**src/nnus_pkg.sv**
```systemverilog
`timescale 1ns / 1ps

package nnus_pkg;

  localparam int unsigned CfgDataW    = 13;
  localparam int unsigned CfgIndexW   = 2;
  localparam int unsigned ScaleW      = 4;
  localparam int unsigned RowW        = 12;
  localparam int unsigned HeightLimit = 4096;
  localparam int unsigned TgtWidthW   = CfgDataW + ScaleW;
  localparam int unsigned AddrW       = 30;
  localparam int unsigned PixelW      = 32;

  typedef enum logic [CfgIndexW-1:0] {
    CFG_WIDTH  = 2'd0,
    CFG_HEIGHT = 2'd1,
    CFG_SCALE  = 2'd2
  } cfg_idx_e;

  // one source pixel block, ready for replication
  typedef struct packed {
    logic [PixelW-1:0]    pix;
    logic [AddrW-1:0]     base;
    logic [TgtWidthW-1:0] tw;
  } blk_t;

endpackage

```
**src/nearest_neighbor_upscale_writer.sv**
```systemverilog
`timescale 1ns / 1ps

// Channel  Direction  Handshake                  Payload
// pixel    in         pixel_valid_i/pixel_ready_o pixel_word_i
// out      out        out_valid_o/out_ready_i     target_address_o, pixel_value_o,
//                                                 last_of_block_o
// cfg      in         cfg_valid_i/cfg_ready_o     cfg_index_i, cfg_data_i
//
// A non-zero pixel yields scale*scale writes from the output register, one per cycle
// while out_ready_i is high; a zero pixel is accepted and yields no transaction.
// First write leaves after its pixel passes the counter/product stage, the address
// multiply stage and the output register. Reset clears the counters and valid flags
// and sets width, height and scale to 1; config waits for an idle pipeline.
// Output stalls back up through the two internal stages before pixel_ready_o drops.

module nearest_neighbor_upscale_writer #(
  parameter int unsigned MAX_SCALE = 8,
  parameter int unsigned MAX_WIDTH = 4096
) (
  input  logic                               clk_i,
  input  logic                               rst_ni,
  input  logic                               pixel_valid_i,
  output logic                               pixel_ready_o,
  input  logic [nnus_pkg::PixelW-1:0]        pixel_word_i,
  output logic                               out_valid_o,
  input  logic                               out_ready_i,
  output logic [nnus_pkg::AddrW-1:0]         target_address_o,
  output logic [nnus_pkg::PixelW-1:0]        pixel_value_o,
  output logic                               last_of_block_o,
  input  logic                               cfg_valid_i,
  output logic                               cfg_ready_o,
  input  logic [nnus_pkg::CfgIndexW-1:0]     cfg_index_i,
  input  logic [nnus_pkg::CfgDataW-1:0]      cfg_data_i
);

  localparam int unsigned CW   = (MAX_WIDTH > 1) ? $clog2(MAX_WIDTH) : 1;
  localparam int unsigned CMPW = (CW >= nnus_pkg::CfgDataW) ? CW + 1 : nnus_pkg::CfgDataW + 1;
  localparam int unsigned CSW  = CW + nnus_pkg::ScaleW;
  localparam int unsigned RSW  = nnus_pkg::RowW + nnus_pkg::ScaleW;
  localparam int unsigned RW   = nnus_pkg::RowW;
  localparam int unsigned DW   = nnus_pkg::CfgDataW;
  localparam int unsigned SCW  = nnus_pkg::ScaleW;
  localparam int unsigned TWW  = nnus_pkg::TgtWidthW;
  localparam int unsigned AW   = nnus_pkg::AddrW;

  // configuration, stored already clamped
  logic [DW-1:0]  w_q, h_q;
  logic [SCW-1:0] s_q;
  logic [DW-1:0]  w_clamp, h_clamp;
  logic [SCW-1:0] s_clamp;

  // source position
  logic [CW-1:0]   col_q, col_d, col_in;
  logic [RW-1:0]   row_q, row_d, row_in;
  logic            wrap_col;
  logic [RW:0]     row_t, row_n;
  logic [CMPW-1:0] col_n;

  // stage A: products
  logic                          a_valid_q;
  logic [nnus_pkg::PixelW-1:0]   a_pix_q;
  logic [RSW-1:0]                a_rs_q;
  logic [CSW-1:0]                a_cs_q;
  logic [TWW-1:0]                a_tw_q;

  // stage B: block base address
  logic                          b_valid_q;
  nnus_pkg::blk_t                b_blk_q;

  logic in_fire, a_free, a_adv, b_free, b_adv;

  // a pixel offered or in flight holds off register writes
  assign cfg_ready_o = ~(pixel_valid_i | a_valid_q | b_valid_q | out_valid_o);

  always_comb begin
    if (cfg_data_i == '0) begin
      w_clamp = DW'(1);
    end else if (CMPW'(cfg_data_i) > CMPW'(MAX_WIDTH)) begin
      w_clamp = DW'(MAX_WIDTH);
    end else begin
      w_clamp = cfg_data_i;
    end
    if (cfg_data_i == '0) begin
      h_clamp = DW'(1);
    end else if (cfg_data_i > DW'(nnus_pkg::HeightLimit)) begin
      h_clamp = DW'(nnus_pkg::HeightLimit);
    end else begin
      h_clamp = cfg_data_i;
    end
    if (cfg_data_i[SCW-1:0] == '0) begin
      s_clamp = SCW'(1);
    end else if (cfg_data_i[SCW-1:0] > SCW'(MAX_SCALE)) begin
      s_clamp = SCW'(MAX_SCALE);
    end else begin
      s_clamp = cfg_data_i[SCW-1:0];
    end
  end

  always_ff @(posedge clk_i or negedge rst_ni) begin
    if (!rst_ni) begin
      w_q <= DW'(1);
      h_q <= DW'(1);
      s_q <= SCW'(1);
    end else if (cfg_valid_i && cfg_ready_o) begin
      case (nnus_pkg::cfg_idx_e'(cfg_index_i))
        nnus_pkg::CFG_WIDTH:  w_q <= w_clamp;
        nnus_pkg::CFG_HEIGHT: h_q <= h_clamp;
        nnus_pkg::CFG_SCALE:  s_q <= s_clamp;
        default: ;
      endcase
    end
  end

  // pipeline flow
  nnus_pkg::blk_t next_blk;
  logic           blk_take;

  assign b_adv         = blk_take;
  assign b_free        = ~b_valid_q | b_adv;
  assign a_adv         = a_valid_q & b_free;
  assign a_free        = ~a_valid_q | a_adv;
  assign pixel_ready_o = a_free;
  assign in_fire       = pixel_valid_i & a_free;

  // position of the incoming pixel and of the one after it
  always_comb begin
    wrap_col = (CMPW'(col_q) >= CMPW'(w_q));
    col_in   = wrap_col ? '0 : col_q;
    row_t    = wrap_col ? ({1'b0, row_q} + (RW+1)'(1)) : {1'b0, row_q};
    row_in   = (DW'(row_t) >= h_q) ? '0 : row_t[RW-1:0];
    col_n    = CMPW'(col_in) + CMPW'(1);
    row_n    = {1'b0, row_in} + (RW+1)'(1);
    if (col_n >= CMPW'(w_q)) begin
      col_d = '0;
      row_d = (DW'(row_n) >= h_q) ? '0 : row_n[RW-1:0];
    end else begin
      col_d = col_n[CW-1:0];
      row_d = row_in;
    end
  end

  always_ff @(posedge clk_i or negedge rst_ni) begin
    if (!rst_ni) begin
      col_q     <= '0;
      row_q     <= '0;
      a_valid_q <= 1'b0;
      b_valid_q <= 1'b0;
    end else begin
      if (in_fire) begin
        col_q <= col_d;
        row_q <= row_d;
      end
      if (a_free) begin
        a_valid_q <= in_fire & (pixel_word_i != '0);
      end
      if (b_free) begin
        b_valid_q <= a_valid_q;
      end
    end
  end

  always_ff @(posedge clk_i) begin
    if (a_free) begin
      a_pix_q <= pixel_word_i;
      a_rs_q  <= RSW'(row_in) * RSW'(s_q);
      a_cs_q  <= CSW'(col_in) * CSW'(s_q);
      a_tw_q  <= TWW'(w_q) * TWW'(s_q);
    end
    if (b_free) begin
      b_blk_q <= next_blk;
    end
  end

  always_comb begin
    next_blk.pix  = a_pix_q;
    next_blk.base = AW'(a_rs_q) * AW'(a_tw_q) + AW'(a_cs_q);
    next_blk.tw   = a_tw_q;
  end

  nnus_emitter #(
    .MAX_SCALE (MAX_SCALE)
  ) u_emitter (
    .clk_i            (clk_i),
    .rst_ni           (rst_ni),
    .scale_i          (s_q),
    .blk_valid_i      (b_valid_q),
    .blk_i            (b_blk_q),
    .blk_take_o       (blk_take),
    .out_valid_o      (out_valid_o),
    .out_ready_i      (out_ready_i),
    .target_address_o (target_address_o),
    .pixel_value_o    (pixel_value_o),
    .last_of_block_o  (last_of_block_o)
  );

  // zero pixels never enter the pipeline
  assert property (@(posedge clk_i) disable iff (!rst_ni)
    (pixel_valid_i && pixel_ready_o && pixel_word_i == '0) |=> !a_valid_q)
    else $error("zero pixel entered pipeline");

  // a block is not cut short before its flagged write
  assert property (@(posedge clk_i) disable iff (!rst_ni)
    (out_valid_o && out_ready_i && !last_of_block_o) |=>
      (out_valid_o && $stable(pixel_value_o)))
    else $error("block ended without last write");

  // input backpressure only when both internal stages are occupied
  assert property (@(posedge clk_i) disable iff (!rst_ni)
    !pixel_ready_o |-> (a_valid_q && b_valid_q))
    else $error("input stalled with free stage");

endmodule

```
**src/nnus_emitter.sv**
```systemverilog
`timescale 1ns / 1ps

module nnus_emitter #(
  parameter int unsigned MAX_SCALE = 8
) (
  input  logic                            clk_i,
  input  logic                            rst_ni,
  input  logic [nnus_pkg::ScaleW-1:0]     scale_i,
  input  logic                            blk_valid_i,
  input  nnus_pkg::blk_t                  blk_i,
  output logic                            blk_take_o,
  output logic                            out_valid_o,
  input  logic                            out_ready_i,
  output logic [nnus_pkg::AddrW-1:0]      target_address_o,
  output logic [nnus_pkg::PixelW-1:0]     pixel_value_o,
  output logic                            last_of_block_o
);

  localparam int unsigned SW = (MAX_SCALE > 1) ? $clog2(MAX_SCALE) : 1;

  logic                          valid_q;
  logic [SW-1:0]                 i_q, i_d;
  logic [SW-1:0]                 j_q, j_d;
  logic [nnus_pkg::AddrW-1:0]    addr_q, addr_d;
  logic [nnus_pkg::AddrW-1:0]    row_q, row_d;
  logic [nnus_pkg::AddrW-1:0]    tw_q, tw_d;
  logic [nnus_pkg::PixelW-1:0]   pix_q, pix_d;
  logic                          last_col;
  logic                          last_row;
  logic                          step;
  logic                          done;
  logic                          take;

  assign last_col = (nnus_pkg::ScaleW'(j_q) == (scale_i - nnus_pkg::ScaleW'(1)));
  assign last_row = (nnus_pkg::ScaleW'(i_q) == (scale_i - nnus_pkg::ScaleW'(1)));
  assign step     = valid_q & out_ready_i;
  assign done     = step & last_col & last_row;
  assign take     = blk_valid_i & (~valid_q | done);

  assign blk_take_o       = take;
  assign out_valid_o      = valid_q;
  assign target_address_o = addr_q;
  assign pixel_value_o    = pix_q;
  assign last_of_block_o  = last_col & last_row;

  always_comb begin
    i_d    = i_q;
    j_d    = j_q;
    addr_d = addr_q;
    row_d  = row_q;
    tw_d   = tw_q;
    pix_d  = pix_q;
    if (take) begin
      i_d    = '0;
      j_d    = '0;
      addr_d = blk_i.base;
      row_d  = blk_i.base;
      tw_d   = nnus_pkg::AddrW'(blk_i.tw);
      pix_d  = blk_i.pix;
    end else if (step && !done) begin
      if (last_col) begin
        j_d    = '0;
        i_d    = SW'(i_q + 1'b1);
        row_d  = row_q + tw_q;
        addr_d = row_q + tw_q;
      end else begin
        j_d    = SW'(j_q + 1'b1);
        addr_d = addr_q + nnus_pkg::AddrW'(1);
      end
    end
  end

  always_ff @(posedge clk_i or negedge rst_ni) begin
    if (!rst_ni) begin
      valid_q <= 1'b0;
    end else if (take) begin
      valid_q <= 1'b1;
    end else if (done) begin
      valid_q <= 1'b0;
    end
  end

  always_ff @(posedge clk_i) begin
    i_q    <= i_d;
    j_q    <= j_d;
    addr_q <= addr_d;
    row_q  <= row_d;
    tw_q   <= tw_d;
    pix_q  <= pix_d;
  end

endmodule
```
**config.mk**
```make
export PLATFORM = sky130hd
export DESIGN_NAME = nearest_neighbor_upscale_writer
export DESIGN_NICKNAME = d
export VERILOG_FILES = /design/src/nnus_pkg.sv /design/src/nearest_neighbor_upscale_writer.sv /design/src/nnus_emitter.sv
export SDC_FILE = /design/constraint.sdc
export NUM_CORES = 2
export LEC_CHECK = 0
export ABC_CLOCK_PERIOD_IN_PS = 21100
export BUFFER_PORTS_ARGS = -buffer_cell sky130_fd_sc_hd__buf_2
export CAP_MARGIN = 0
export CORE_MARGIN = 5
export CORE_UTILIZATION = 25
export CTS_BUF_LIST = sky130_fd_sc_hd__clkbuf_4 sky130_fd_sc_hd__clkbuf_8
export DETAILED_ROUTE_END_ITERATION = 10
export GPL_ROUTABILITY_DRIVEN = 0
export GPL_TIMING_DRIVEN = 0
export SYNTH_ARGS = -nofsm -noshare
export SYNTH_HDL_FRONTEND = slang
export SYNTH_HIERARCHICAL = 1
export SYNTH_SLANG_ARGS = --single-unit
```
**constraint.sdc**
```tcl
create_clock -name clk_i -period 21.1 [get_ports clk_i]
set_clock_uncertainty 0.05 [all_clocks]
set_input_delay 4.22 -clock clk_i [delete_from_list [all_inputs] [get_ports clk_i]]
set_output_delay 4.22 -clock clk_i [all_outputs]
set_load 0.03 [all_outputs]
```
Word level (Yosys, flattened, before mapping)
Cells that the tools add are included.
- reductions and logical operators: 15
- magnitude comparators: 7
- muxes and demuxes: 21
- add/subtract/negate cells: 9
- bitwise logic cells: 18
- $mul: 4
- equal/unequal tests: 4
- operators by type and width (operator ; number):
    two-way mux 30 bit ; 6
    two-way mux 13 bit ; 5
    two-way mux 12 bit ; 5
    adder 12 x 1 -> 13 bit (second input constant) ; 3
    >= comparator 13 bit ; 3
    multiplier 12 x 4 -> 16 bit ; 2
    nonzero test 32 bit ; 1
    adder 30 x 1 -> 30 bit (second input constant) ; 1
    adder 30 x 16 -> 30 bit ; 1
    adder 30 x 17 -> 30 bit ; 1
    multiplier 16 x 17 -> 30 bit ; 1
    greater-than comparator 13 bit (second input constant) ; 2
    multiplier 13 x 4 -> 17 bit ; 1
    >= comparator 12 x 13 -> 1 bit ; 1
    zero test 13 bit ; 1
    AND reduction 2 bit ; 5
    bitwise AND 1 bit ; 8
    == test 3 x 4 -> 1 bit ; 2
    two-way mux 4 bit ; 2
    adder 3 x 1 -> 3 bit (second input constant) ; 2
    bitwise OR 1 bit ; 6
    nonzero test 2 bit ; 3
    greater-than comparator 4 bit (second input constant) ; 1
    zero test 4 bit ; 1
    9 further kinds ; 14
- register bits: 332
- input bits: 52

Longest topological paths before layout
- depth in word-level cells: 11
- gate-level depth with buffers: 32
- depth with buffers taken out: 30

By module
The synthesis kept the hierarchy.
- by module, submodules not included (module ; seq. area each (um^2) ; area each (um^2) ; times used ; cells each):
    nearest_neighbor_upscale_writer ; 6209.7 ; 22376.5 ; 1 ; 2258
    nnus_emitter ; 3418.3 ; 6347.3 ; 1 ; 592

Worst setup path after synthesis
No wires, ideal clock.
- kind: input to output
- start: input out_ready_i
- end: output pixel_ready_o
- setup slack: 9217 ps
- stages: 5
- path buffers: 2
- required time: 16830 ps
- arrival: 7613 ps
- cells stage by stage: a31oi_4 > inv_2 > buf_2 > buf_2 > nand3b_1
- cells in the longest elaborated chain, start to end: 8
- ends and longest elaborated chain (what ; RTL line ; RTL):
    start: declaration ; nearest_neighbor_upscale_writer.sv:26 ; input logic out_ready_i,
    bitwise AND 1 bit ; nnus_emitter.sv:36 ; assign step = valid_q & out_ready_i;
    bitwise AND 1 bit (2 in a row) ; nnus_emitter.sv:37 ; assign done = step & last_col & last_row;
    bitwise OR 1 bit ; nnus_emitter.sv:38 ; assign take = blk_valid_i & (~valid_q | done);
    bitwise AND 1 bit ; nnus_emitter.sv:38 ;
    named net b_adv ; nearest_neighbor_upscale_writer.sv:70 ; logic in_fire, a_free, a_adv, b_free, b_adv;
    bitwise OR 1 bit ; nearest_neighbor_upscale_writer.sv:119 ; assign b_free = ~b_valid_q | b_adv;
    bitwise AND 1 bit ; nearest_neighbor_upscale_writer.sv:120 ; assign a_adv = a_valid_q & b_free;
    bitwise OR 1 bit ; nearest_neighbor_upscale_writer.sv:121 ; assign a_free = ~a_valid_q | a_adv;
    end: declaration ; nearest_neighbor_upscale_writer.sv:23 ; output logic pixel_ready_o,
The timed path passes the listed nets, and every way through them passes these cells.

Final worst setup path
Same ends and word-level chain as after synthesis.

==> impl_metrics.tcl <==
set metrics [dict create \
    crit_arrival_ns 6.81 \
    htree_num_levels 2 \
    area_growth_syn_to_layout_pct 13.4 \
    p_leak_uw 0.0142 \
    finalWorstPathRequiredPeriod_ns 11.08 \
    grt_pass1_wl_mm 122 \
    dominantRegCellSynth "edfxtp_1" \
    path_class "in -> out" \
    post-route-period-util_pct 52.5 \
    totalPowerFinal_uw 1580 \
    crit_path_cell_trace "buf_2, a31oi_4, inv_2, buf_2, buf_4, nand3b_1, buf_8, buf_2" \
    clkTransAtPathRegs_ns 0.06 \
    root_buffer "clkbuf_8" \
    finalNetCount 3599 \
    post_synth_instance_area_mm2 0.0287 \
    pre_cts_slack_ns 9.50 \
    grt_setup_unrepaired "no" \
    core_area_mm2 0.114 \
    via_count 20814 \
    avgSynthCellArea_um2 10.1 \
    grt_pass1_vias 21525 \
    layout-drive-gt1-share_pct 9.57 \
    pin_count 118 \
    design.die.area_mm2 0.122 \
    multi_input_comb_area_mm2 0.0172 \
    worst-path-max-fanout 60 \
    hold_viol 0 \
    fin_ws_ns 10.02 \
    start_kind "input port" \
    initial_utilization_pct 25.2 \
    crit_path_max_incr_delay_ns 0.72 \
    critPathRequiredTime_ns 16.83 \
    grt_start_max_net_pins 61 \
    antenna_left 0 \
    max-vdd-ir-drop_mv 0.0394 \
    mostFrequentLayoutCell "inv_1" \
    timing.max_cap.violations 0 \
    seq_area_mm2 0.00963 \
    holdWs_ns 0.327 \
    initial_drc_count 1600 \
    post_cts_resize_count 0 \
    antenna_found_initial 5 \
    timing.final.setup_violations 0 \
    tritoncts_num_sinks 332 \
    slew-limit-headroom_pct 20.2 \
    power_density_mw_per_mm2 48.7 \
    share_of_async_settable_or_async_resettable_flops_after_synthesis_pct 17.2 \
    slew_limit_fails 0 \
    floorplan.rows 124 \
    synth.yosys.warnings 6 \
    floorplan.die.width_um 349 \
    number_of_flops_mapped_to_enable_cells_by_yosys 269 \
    cts-buffers-inserted 59 \
    fmax_mhz 90.2 \
    mappedNetlistNets 3414 \
    drt-pass1-iter-count 5 \
    post_drt_via_cell_ratio 4.53 \
    cts_hold_buf 0 \
    synth.lib_cells_used.distinct 95 \
    routed_wire_per_std_cell_um 16.7 \
    cell_type_with_the_highest_occurrence_count_on_the_critical_path "buf_2" \
    cts.path.max_buffers 3 \
    cts_tree "yes" \
    post_synthesis_instance_total 2850 \
    cp-end-kind "primary output" \
    port_buffers 117 \
    status "finished clean" \
    seq_total_area_yosys_pct 33.5 \
    hold_path.class "reg -> reg" \
    postSynthRegisterBits 332 \
    die_height_um 349 \
    sum_of_overflow_across_all_layers_after_global_routing 0 \
    worstMarginPinSlew_ns 1.19 \
    dpl.hpwl_mm 60.9 \
    post-route-drc-count 0 \
    critical-path-slowest-cell "nand3b_1" \
    worst_skew_pair.late_latency_ns 0.69 \
    drt-total-wl_mm 76.7 \
    global_route.usage.total_pct 12.6 \
    cts.repair_timing.setup_buffer_count 0 \
    final.setup.tns_ns 0 \
    fillerInstances 11992 \
    most_used_cells_in_the_layout_excluding_fill_and_tap_cells "411 x inv_1, 401 x nand2_1, 285 x fa_1" \
]
==> critical path, delay by kind of cell <==
kind | cells | cell delay, ns
simple gates | 1 | 0.72
compound gates | 1 | 0.16
buf+inv | 6 | 1.59
==> per-layer routing <==
layer	up-vias	wire, um	global-route usage, %
li1	9876	-	-
met4	0	2620	4.26
met2	610	34800	20.6
met1	10206	34500	17.1
met3	122	4720	1.97
met5	-	0	0
==> sequential cells by signal, summed over array words and instances, names as in the netlist <==
register and flops:
a_cs_q 16, a_pix_q 32, a_rs_q 16, a_tw_q 17, a_valid_q 1, b_blk_q 79, b_valid_q 1, col_q 12
h_q 13, row_q 12, s_q 4, u_emitter/i_q 3, u_emitter/j_q 3, u_emitter/out_valid_o 1, u_emitter/pixel_value_o 32, u_emitter/row_q 30
u_emitter/target_address_o 30, u_emitter/tw_q 17, w_q 13
==> power breakdown <==
part	leakage, uW	switching, uW	total [uW]	internal (uW)
sequential	0.00320	23.6	749	725
clock	0.000626	286	612	326
combinational	0.0104	145	224	78.5
==> synthesized netlist by cell type (11+ instances only) <==
| library cell | number | area share (%) |
|---|---|---|
| o211ai_1 | 12 | 0.31 |
| and3_1 | 38 | 0.83 |
| edfxtp_1 | 269 | 28 |
| nor2_1 | 158 | 2.1 |
| nand4_1 | 24 | 0.52 |
| a31oi_1 | 14 | 0.30 |
| nand3_1 | 49 | 0.85 |
| a21o_1 | 31 | 0.81 |
| fa_1 | 285 | 20 |
| and2_1 | 123 | 2.7 |
| ha_1 | 227 | 9.9 |
| a21oi_1 | 92 | 1.6 |
| clkbuf_1 | 84 | 1.1 |
| buf_2 | 11 | 0.19 |
| or3_1 | 11 | 0.24 |
| o21a_1 | 11 | 0.29 |
| nand2b_1 | 23 | 0.50 |
| o21ai_0 | 87 | 1.5 |
| nand2_1 | 402 | 5.3 |
| nor3_1 | 56 | 0.98 |
| inv_1 | 411 | 5.4 |
| xnor2_1 | 108 | 3.3 |
| a211oi_1 | 12 | 0.31 |
| dfrtp_1 | 54 | 4.7 |
| nor4_1 | 14 | 0.30 |
| mux2i_1 | 17 | 0.59 |
| o21bai_1 | 11 | 0.29 |
| xor2_1 | 41 | 1.3 |
==> cells by family after synthesis <==
logic type	after synthesis	share of synthesized area (%)
AO/OA/AOI/OAI	369	8.82
XOR/XNOR	151	4.66
adder cells (fa/ha/maj)	512	29.8
buffers and inverters	512	6.74
flip-flops	332	33.5
multiplexers	23	0.828
AND/OR/NAND/NOR	951	15.7
==> layout make-up <==
cell class / instances / share of cell area (%)
multi-input cells: 2006 / 52.8
flip-flops and latches: 332 / 29.6
well taps: 1512 / 5.81
inverters: 413 / 4.76
clock buffers: 72 / 2.79
repair buffers: 124 / 2.22
plain buffers: 99 / 1.20
clock inverters: 38 / 0.888
diodes: 1 / 0.00769
==> final timing paths <==
kind	end	slack (ns)	depth (start not counted)	startpoint
hold reg to reg	u_emitter/tw_q[1]	0.33	0	b_blk_q[1]
setup reg to reg	a_rs_q[14]	12.36	30	w_q[2]
setup / recovery	pixel_ready_o	10.02	8	out_ready_i
max in group asynchronous	row_q[8]	16.78	1	rst_ni
hold / removal	u_emitter/tw_q[1]	0.33	0	b_blk_q[1]
min in group asynchronous	row_q[6]	3.63	1	rst_ni
==> through the flow <==
stage	cell area [um2]	util, %	std cells
finish	32600	28.5	4597
global route	32600	28.5	4597
CTS	32600	28.5	4596
detailed placement	31400	27.5	4486
global placement	31200	27.3	4479
floorplan	28700	-	2850
No activity file was read; power rests on OpenSTA's default activity.
